$ cat src/rtl/mm9_pkg.sv
// ----------------------------------------------------------------------------
// mm9_pkg
// Shared types and constants of the 9x29 Montgomery multiplier.
// ----------------------------------------------------------------------------
`default_nettype none

package mm9_pkg;

    localparam int CFG_IDX_W  = 3;
    localparam int CFG_DATA_W = 58;

    localparam logic [CFG_IDX_W-1:0] REG_MOD_01  = 3'd0;
    localparam logic [CFG_IDX_W-1:0] REG_MOD_23  = 3'd1;
    localparam logic [CFG_IDX_W-1:0] REG_MOD_45  = 3'd2;
    localparam logic [CFG_IDX_W-1:0] REG_MOD_67  = 3'd3;
    localparam logic [CFG_IDX_W-1:0] REG_MOD_8   = 3'd4;
    localparam logic [CFG_IDX_W-1:0] REG_NEG_INV = 3'd5;

    // Number of modulus limbs the register file can hold.
    localparam int MOD_LIMBS    = 9;
    localparam int MOD_PAIR_REGS = 4;
    localparam int CFG_NARROW_W = 29;

    typedef enum logic [1:0] {
        OP_NONE,
        OP_AB,
        OP_M,
        OP_MP
    } mop_t;

    typedef enum logic [2:0] {
        ST_LOAD,
        ST_AB,
        ST_M,
        ST_MWAIT,
        ST_MP,
        ST_DRAIN,
        ST_SUB,
        ST_OUT
    } state_t;

    typedef struct packed {
        mop_t op;
        logic in_wr;
        logic acc_clr;
        logic sub_en;
        logic out_load;
    } dp_cmd_t;

endpackage

`default_nettype wire

$ cat src/rtl/mm9_ctrl.sv
// ----------------------------------------------------------------------------
// mm9_ctrl
// Sequencer for limb loading, CIOS rows, final subtraction and result output.
// ----------------------------------------------------------------------------
`default_nettype none

module mm9_ctrl #(
    parameter int NUM_LIMBS = 9
) (
    input  wire logic                           aclk,
    input  wire logic                           aresetn,
    input  wire logic                           s_valid,
    output logic                                s_ready,
    output logic                                m_valid,
    input  wire logic                           m_ready,
    output mm9_pkg::dp_cmd_t                    cmd,
    output logic [$clog2(NUM_LIMBS)-1:0]        idx,
    output logic [$clog2(NUM_LIMBS)-1:0]        row
);
    import mm9_pkg::*;

    localparam int IW = $clog2(NUM_LIMBS);
    localparam int CW = $clog2(NUM_LIMBS + 1);
    localparam logic [CW-1:0] LAST_CNT = CW'(NUM_LIMBS - 1);
    localparam logic [CW-1:0] FULL_CNT = CW'(NUM_LIMBS);
    localparam logic [IW-1:0] LAST_ROW = IW'(NUM_LIMBS - 1);

    state_t        state_reg, state_next;
    logic [CW-1:0] cnt_reg, cnt_next;
    logic [IW-1:0] row_reg, row_next;
    logic          m_valid_reg, m_valid_next;

    always_ff @(posedge aclk) begin
        if (!aresetn) begin
            state_reg   <= ST_LOAD;
            cnt_reg     <= '0;
            row_reg     <= '0;
            m_valid_reg <= 1'b0;
        end else begin
            state_reg   <= state_next;
            cnt_reg     <= cnt_next;
            row_reg     <= row_next;
            m_valid_reg <= m_valid_next;
        end
    end

    always_comb begin
        state_next   = state_reg;
        cnt_next     = cnt_reg;
        row_next     = row_reg;
        m_valid_next = m_valid_reg;
        case (state_reg)
            ST_LOAD: begin
                if (s_valid) begin
                    if (cnt_reg == LAST_CNT) begin
                        state_next = ST_AB;
                        cnt_next   = '0;
                        row_next   = '0;
                    end else begin
                        cnt_next = cnt_reg + 1'b1;
                    end
                end
            end
            ST_AB: begin
                if (cnt_reg == LAST_CNT) begin
                    state_next = ST_M;
                    cnt_next   = '0;
                end else begin
                    cnt_next = cnt_reg + 1'b1;
                end
            end
            ST_M: begin
                state_next = ST_MWAIT;
            end
            ST_MWAIT: begin
                state_next = ST_MP;
            end
            ST_MP: begin
                if (cnt_reg == LAST_CNT) begin
                    cnt_next = '0;
                    if (row_reg == LAST_ROW) begin
                        state_next = ST_DRAIN;
                    end else begin
                        state_next = ST_AB;
                        row_next   = row_reg + 1'b1;
                    end
                end else begin
                    cnt_next = cnt_reg + 1'b1;
                end
            end
            ST_DRAIN: begin
                state_next = ST_SUB;
            end
            ST_SUB: begin
                if (cnt_reg == LAST_CNT) begin
                    state_next = ST_OUT;
                    cnt_next   = '0;
                end else begin
                    cnt_next = cnt_reg + 1'b1;
                end
            end
            ST_OUT: begin
                if (!m_valid_reg || m_ready) begin
                    if (cnt_reg == FULL_CNT) begin
                        m_valid_next = 1'b0;
                        state_next   = ST_LOAD;
                        cnt_next     = '0;
                    end else begin
                        m_valid_next = 1'b1;
                        cnt_next     = cnt_reg + 1'b1;
                    end
                end
            end
            default: begin
                state_next = ST_LOAD;
            end
        endcase
    end

    always_comb begin
        cmd          = '0;
        cmd.op       = OP_NONE;
        s_ready      = 1'b0;
        case (state_reg)
            ST_LOAD: begin
                s_ready     = 1'b1;
                cmd.in_wr   = s_valid;
                cmd.acc_clr = s_valid && (cnt_reg == LAST_CNT);
            end
            ST_AB: begin
                cmd.op = OP_AB;
            end
            ST_M: begin
                cmd.op = OP_M;
            end
            ST_MP: begin
                cmd.op = OP_MP;
            end
            ST_SUB: begin
                cmd.sub_en = 1'b1;
            end
            ST_OUT: begin
                cmd.out_load = (cnt_reg != FULL_CNT) && (!m_valid_reg || m_ready);
            end
            default: begin
                cmd.op = OP_NONE;
            end
        endcase
    end

    assign idx     = cnt_reg[IW-1:0];
    assign row     = row_reg;
    assign m_valid = m_valid_reg;

endmodule

`default_nettype wire

$ cat config.mk
export PLATFORM = sky130hd
export DESIGN_NAME = mm9_ctrl
export DESIGN_NICKNAME = d
export VERILOG_FILES = /design/src/rtl/mm9_pkg.sv /design/src/rtl/mm9_ctrl.sv
export SDC_FILE = /design/constraint.sdc
export NUM_CORES = 1
export LEC_CHECK = 0
export BUFFER_PORTS_ARGS = -buffer_cell sky130_fd_sc_hd__buf_4
export CORE_MARGIN = 2
export CORE_UTILIZATION = 52
export DETAILED_ROUTE_END_ITERATION = 8
export PLACE_DENSITY = 0.73
export SETUP_SLACK_MARGIN = 0.15
export SLEW_MARGIN = 25
export SYNTH_ARGS = -nofsm -noshare
export SYNTH_HDL_FRONTEND = slang
export SYNTH_SLANG_ARGS = --single-unit
$ cat constraint.sdc
create_clock -name aclk -period 2.3 [get_ports aclk]
set_clock_uncertainty 0.05 [all_clocks]
set_input_delay 0.345 -clock aclk [delete_from_list [all_inputs] [get_ports aclk]]
set_output_delay 0.345 -clock aclk [all_outputs]
set_load 0.02 [all_outputs]
==> results of run 1 <==
[power groups by stage]
stage                     logic [mW]  registers, mW  clock network (mW)
after floorplan               0.0298          0.225                   0
after global placement        0.0515          0.221                   0
after detailed placement      0.0523          0.222                   0
after CTS                     0.0525          0.217               0.182
after global routing          0.0594          0.218               0.193
final                         0.0526          0.217               0.176
[path summary, 6_finish.rpt]
check                                  from              endpoint
setup / recovery  state_reg[0]$_SDFFE_PN0P_                cmd[0]
hold / removal                      aresetn   idx[2]$_SDFFE_PN0P_
setup reg to reg  state_reg[0]$_SDFFE_PN0P_   idx[2]$_SDFFE_PN0P_
hold reg to reg        m_valid$_SDFFE_PN0P_  m_valid$_SDFFE_PN0P_
[per-stage QoR]
step	hold slack, ns	total power [mW]	instance area [µm²]	utilization, %	worst slack (ns)
finish	0.295	0.446	1070	69.2	0.278
global route	0.311	0.470	1070	69.2	0.163
CTS	0.286	0.452	1060	68.8	0.226
detailed placement	0.456	0.274	1020	66.5	0.410
global placement	0.453	0.273	1020	66.5	0.412
floorplan	0.446	0.254	882	-	0.435
[synth_stat cells]
| master | instances |
|---|---|
| nand2b_1 | 3 |
| a31o_1 | 1 |
| and3_1 | 2 |
| ha_1 | 10 |
| nand4_1 | 3 |
| xnor2_1 | 1 |
| nor2_1 | 7 |
| a21oi_1 | 7 |
| o22ai_1 | 1 |
| o21ai_1 | 1 |
| a31oi_1 | 3 |
| or4_1 | 1 |
| nand2_1 | 5 |
| o31ai_2 | 1 |
| a21o_1 | 3 |
| o22a_1 | 1 |
| and4b_1 | 1 |
| buf_4 | 2 |
| nand3_1 | 4 |
| nor2b_1 | 2 |
| a2111oi_0 | 1 |
| a311oi_2 | 2 |
| inv_1 | 12 |
| dfxtp_1 | 12 |
| mux2i_1 | 2 |
| a21boi_0 | 1 |
| clkinv_1 | 1 |
| a211oi_2 | 1 |
| buf_2 | 1 |
| nor4_1 | 2 |
| or4_4 | 1 |
| and2_1 | 2 |
| nand3b_1 | 2 |
| a211oi_1 | 1 |
| o21ai_0 | 6 |
| a2bb2oi_1 | 1 |
[final cells by class]
cell class	count	area (µm²)	area share, %
Clock buffer	4	36.3	3.40
Inverter	13	48.8	4.57
Multi-Input combinational cell	79	578	54.2
Sequential cell	12	241	22.6
Tap cell	16	20.0	1.88
Timing Repair Buffer	19	143	13.4
[repair_timing]
action,CTS,global route
buffers inserted,0,0
setup endpoints to repair,0,3
hold buffers,0,0
resized for setup,0,3
[tightest hold or removal path, delay by kind of cell]
kind	cells	cell delay, ns
buf+inv	1	0.12
simple gates	1	0.06
mux	1	0.06
[cell families after synthesis]
family	Yosys count	share of synthesized area, %
AO/OA/AOI/OAI	31	25.2
XOR/XNOR	1	0.993
adder cells (fa/ha/maj)	10	14.2
buffers and inverters	16	7.80
flip-flops	12	27.2
multiplexers	2	2.27
AND/OR/NAND/NOR	35	22.3
[routing by layer]
metal	global-route usage (%)	part of all wire [%]	vias up
met4	7.06	0.99	0
met1	31.2	49	365
met3	6.80	6.5	2
met2	33.4	43	27
met5	0	0	-
li1	-	-	424
==> summary.md, run 1 <==
| Metric | Value |
|---|---|
| Area leader, netlist | dfxtp_1 |
| Commonest non-fill, non-tap cell in the layout | buf_4 |
| Die height | 45.2 µm |
| Hold Violations, Final | 0 |
| Levels on crit path | 5 |
| Ys Warns | 0 |
| Outcome | finished, final reports clean |
| Sum Neg Setup Slack | 0 ns |
| Crit path cell chain | ha_2 -> nand2_1 -> a21o_1 -> a21oi_1 -> buf_4 |
| Num CTS Buffers | 3 |
| Synth top area share | a little over a quarter |
| DRC | 0 |
| DR vias/cell | approximately 5.7 |
| F_max | a little under 0.5 GHz |
| P_leak | ~0.46 nW |
| Slew margin rel. | approximately three quarters |
| CTS HTree Levels | 1 |
| Share of cells above drive strength 1 | 24.4% |
| CTS max path bufs | 2 |
| Setup violations, final | 0 |
| Crit path max fanout | 7 |
| Final Max Tran Viols | 0 |
| First-pass GRT wire length | about 3.3 mm |
| Switching power | 115 µW |
| Cell variety after synth | 36 |
| N_diodes | 0 |
| Area Growth Syn to Fin | 21.0% |
| Proportion of power drawn by flip-flops and latches | between 40% and 50% |
| Sw Ratio | between 20 and 30% |
| Starting Density | 57.2% |
| Final nets | ~140 |
| Mapped Area | ~880 µm² |
| Worst path arrival time | approximately 1.6 ns |
| Critical Path RT | about 1.9 ns |
| # port buffers | 19 |
| Fill cell count | between 100 and 150 |
| Congestion Overflow GR | 0 |
| RSZ-0062 raised after global routing | no |
| I/O pin count | 20 |
| Most frequent cells in the layout | buf_4, inv_1, dfxtp_1 |
| Die Wd | 45.2 µm |
| Drt wl/cell | roughly 13 µm |
| Max IR drop VDD | 0.000352 V |
| Sequential share of the synthesized area | approximately 27% |
| Crit-path max cell delay | about 0.40 ns |
| Total GRT Usage | approximately 23% |
| Critical path class | flop to output port |
| Initial DRT Pass Iterations | 4 |
| Placed cell count | roughly 140 |
| Clk_lat worst skew | 0.28 ns |
| CTS tree | built |
| R2R depth | 6 |
| Initial antenna violation count | 0 |
| Max-cap violations | 0 |
| Crit. End Element | output port |
| Post-layout min period | 2.02 ns |
| Hold path depth | 3 |
| Mapped Cells | 107 |
| Via count | 818 |
| Vias in the first global route | between 700 and 800 |
| Die area | slightly above 2000 µm² |
| Comb power frac | a little under an eighth |
| Slack of the worst reg-to-reg path | between 0.3 and 0.4 ns |
| Worst hold-check path type | primary input to flop |
| CP Launch Type | flop |
| P_int | 330 µW |
| Root buffer cell | clkbuf_4 |
| Clock slew at reported path FFs | approximately 0.080 ns |
| Delay-heaviest family, CP | flip-flops |
| Detailed Route Iter0 Violations | 11 |
| Slowest CP cell | dfxtp_1 |
| # rows | 14 |
| Largest net degree at the start of global routing | 16 |
| Top post-synthesis cells by area | dfxtp_1, ha_1, inv_1, a21oi_1, o21ai_0 |
| Part of the power in the clock network | 39.5% |
| PwrDens | approximately 420 nW/µm² |
| Final std cells w/o fill | around 140 |
| Core region area | roughly 1500 µm² |
| Avg Cell Area, Syn | between 8 and 9 µm² |
| Mapped Nets | between 100 and 150 |
| CTS Sinks | 12 |
| Worst Tran Pin Value | just under 0.4 ns |
| DRT Wirelength | 1.91 mm |
| ANT nets after route | 0 |
| CP Buf/Inv Count | 1 |
| HPWL Detailed | approximately 1.5 mm |
| Fin crit share | just under 90% |
| Gpl congestion | approximately 0.86 |
| FF+latch count, synth | 12 |
No activity file was read; power rests on OpenSTA's default activity.
==> run 2: changes to the inputs <==
- REMOVE_ABC_BUFFERS: unset -> 1
==> summary.md, run 2 (synthesis results as in run 1) <==
| Metric | Value |
|---|---|
| Setup slack after layout | 0.266 ns (was 0.278 ns) |
| Fin crit share | 88.4% (was 87.9%) |
| Final std cells w/o fill | 142 (was 143) |
| CTS HTree Levels | 1 (unchanged) |
| Final core utilization | 68.3% (was 69.2%) |
| Worst Setup Slack post-DPL | 0.391 ns (was 0.410 ns) |
| Hold endpoint | idx[2]$_SDFFE_PN0P_ (unchanged) |
| Initial antenna violation count | 0 (unchanged) |
| Commonest non-fill, non-tap cell in the layout | buf_4 (unchanged) |
| Share of cells above drive strength 1 | 23.8% (was 24.4%) |
| R2R depth | 6 (unchanged) |
| ANT nets after route | 0 (unchanged) |
| PwrDens | 381 nW/µm² (was 417 nW/µm²) |
| Delay-heaviest family, CP | flip-flops (unchanged) |
| Crit-path max cell delay | 0.42 ns (was 0.40 ns) |
| Worst Tran Pin Value | 0.423 ns (was 0.394 ns) |
| Clock slew at reported path FFs | 0.08 ns (about the same) |
| # rows | 14 (unchanged) |
| Crit path cell chain | ha_2 -> nand2_1 -> a21o_1 -> a21oi_1 -> buf_4 (unchanged) |
| Slowest CP cell | dfxtp_1 (unchanged) |
| Most frequent cells in the layout | buf_4, inv_1, dfxtp_1 (unchanged) |
| RSZ-0062 raised after global routing | yes (was no) |
| Total GRT Usage | 22.0% (was 22.6%) |
| Tot Pwr | 401 µW (was 446 µW) |
| Crit. End Element | output port (unchanged) |
| Placed cell count | 139 (unchanged) |
| CTS max path bufs | 2 (unchanged) |
| Num CTS Buffers | 3 (unchanged) |
| Final Max Tran Viols | 0 (unchanged) |
| Sum Neg Setup Slack | 0 ns (unchanged) |
| Setup violations, final | 0 (unchanged) |
| Drt wl/cell | 13.4 µm (about the same) |
| Post-CTS repair timing setup buffer count | 0 (unchanged) |
| Hold path depth | 3 (unchanged) |
| Congestion Overflow GR | 0 (unchanged) |
| CTS Sinks | 12 (unchanged) |
| Die Wd | 45.2 µm (unchanged) |
| Worst hold start | aresetn (unchanged) |
| HPWL Detailed | 1.42 mm (was 1.45 mm) |
| Root buffer cell | clkbuf_4 (unchanged) |
| Via count | 823 (was 818) |
| Slack of the worst reg-to-reg path | 0.30 ns (was 0.35 ns) |
| Hold_buf cts | 0 (unchanged) |
| Vias in the first global route | 697 (was 745) |
| Max IR drop VDD | 0.000242 V (was 0.000352 V) |
| Hold Violations, Final | 0 (unchanged) |
| DRC | 0 (unchanged) |
| Die height | 45.2 µm (unchanged) |
| Starting Density | 57.2% (unchanged) |
| F_max | 0.492 GHz (was 0.494 GHz) |
| Core region area | 1540 µm² (unchanged) |
| Post-layout min period | 2.03 ns (was 2.02 ns) |
| Crit path max fanout | 7 (unchanged) |
| Initial DRT Pass Iterations | 4 (unchanged) |
| Worst path arrival time | 1.64 ns (was 1.63 ns) |
| DR vias/cell | 5.80 (was 5.72) |
| Fill cell count | 137 (was 139) |
| Critical path class | flop to output port (unchanged) |
| I/O pin count | 20 (unchanged) |
| # port buffers | 19 (unchanged) |
| Clk_lat worst skew | 0.27 ns (was 0.28 ns) |
| Worst hold-check path type | primary input to flop (unchanged) |
| N_diodes | 0 (unchanged) |
| Reg-to-Reg Start | state_reg[0]$_SDFFE_PN0P_ (unchanged) |
| Detailed Route Iter0 Violations | 17 (was 11) |
| Die area | 2040 µm² (unchanged) |
| Final nets | 142 (unchanged) |
| Slew margin rel. | 71.0% (was 73.5%) |
| CP Buf/Inv Count | 1 (unchanged) |
| Gpl congestion | 0.795 (was 0.859) |
| Post-CTS Resized | 0 (unchanged) |
| Worst reg2reg path endpoint | idx[1]$_SDFFE_PN0P_ (was idx[2]$_SDFFE_PN0P_) |
| CTS tree | built (unchanged) |
| P_leak | 0.451 nW (was 0.459 nW) |
| First-pass GRT wire length | 3.24 mm (was 3.33 mm) |
| Max-cap violations | 0 (unchanged) |
| Outcome | finished, final reports clean (unchanged) |
| CP Launch Type | flop (unchanged) |
| DRT Wirelength | 1.91 mm (about the same) |
| Levels on crit path | 5 (unchanged) |
| Critical Path RT | 1.90 ns (about the same) |
| Area Growth Syn to Fin | 19.4% (was 21.0%) |
| Largest net degree at the start of global routing | 16 (unchanged) |
[run 2: cell type report]
class / instances / area [µm²] / area share [%]
repair buffers: 19 / 143 / 13.5
inverters: 13 / 48.8 / 4.63
clock buffers: 3 / 22.5 / 2.14
flip-flops and latches: 12 / 241 / 22.9
multi-input cells: 79 / 578 / 54.9
well taps: 16 / 20.0 / 1.90
[run 2: worst register-to-register path: cells and delay by family (launching register included)]
kind	cells	cell delay, ns
buffers and inverters	1	0.10
adder cells (fa/ha/maj)	1	0.25
flip-flops	1	0.42
AO/OA/AOI/OAI	2	0.25
AND/OR/NAND/NOR	2	0.78
[run 2: metal layers]
layer	GRT usage, %	up-vias	wire (µm)
li1	-	429	-
met2	31.4	26	849
met3	4.00	4	98
met5	0	-	0
met4	10.0	0	29
met1	31.9	364	931
[run 2: worst max path at each step]
stage / from / endpoint / slack, ns
6_report: state_reg[0]$_SDFFE_PN0P_ / cmd[0] / 0.27
5_1_grt: state_reg[0]$_SDFFE_PN0P_ / cmd[0] / 0.15
4_1_cts: state_reg[0]$_SDFFE_PN0P_ / cmd[0] / 0.22
3_5_place_dp: state_reg[0]$_SDFFE_PN0P_ / idx[1]$_SDFFE_PN0P_ / 0.39
3_3_place_gp: state_reg[0]$_SDFFE_PN0P_ / idx[2]$_SDFFE_PN0P_ / 0.40
2_1_floorplan: state_reg[0]$_SDFFE_PN0P_ / idx[1]$_SDFFE_PN0P_ / 0.43
[run 2: where the power goes]
| group | internal (mW) | switching (mW) | leakage (nW) |
|---|---|---|---|
| Sequential | 0.211 | 0.00553 | 0.0977 |
| Clock | 0.0605 | 0.0719 | 0.0138 |
| Combinational | 0.0228 | 0.0290 | 0.340 |
[run 2: metrics by stage]
step / area [µm²] / hold slack [ns]
2_1_floorplan: 862 / 0.446
3_3_place_gp: 1020 / 0.451
3_5_place_dp: 1020 / 0.467
4_1_cts: 1050 / 0.318
5_1_grt: 1050 / 0.318
6_report: 1050 / 0.314
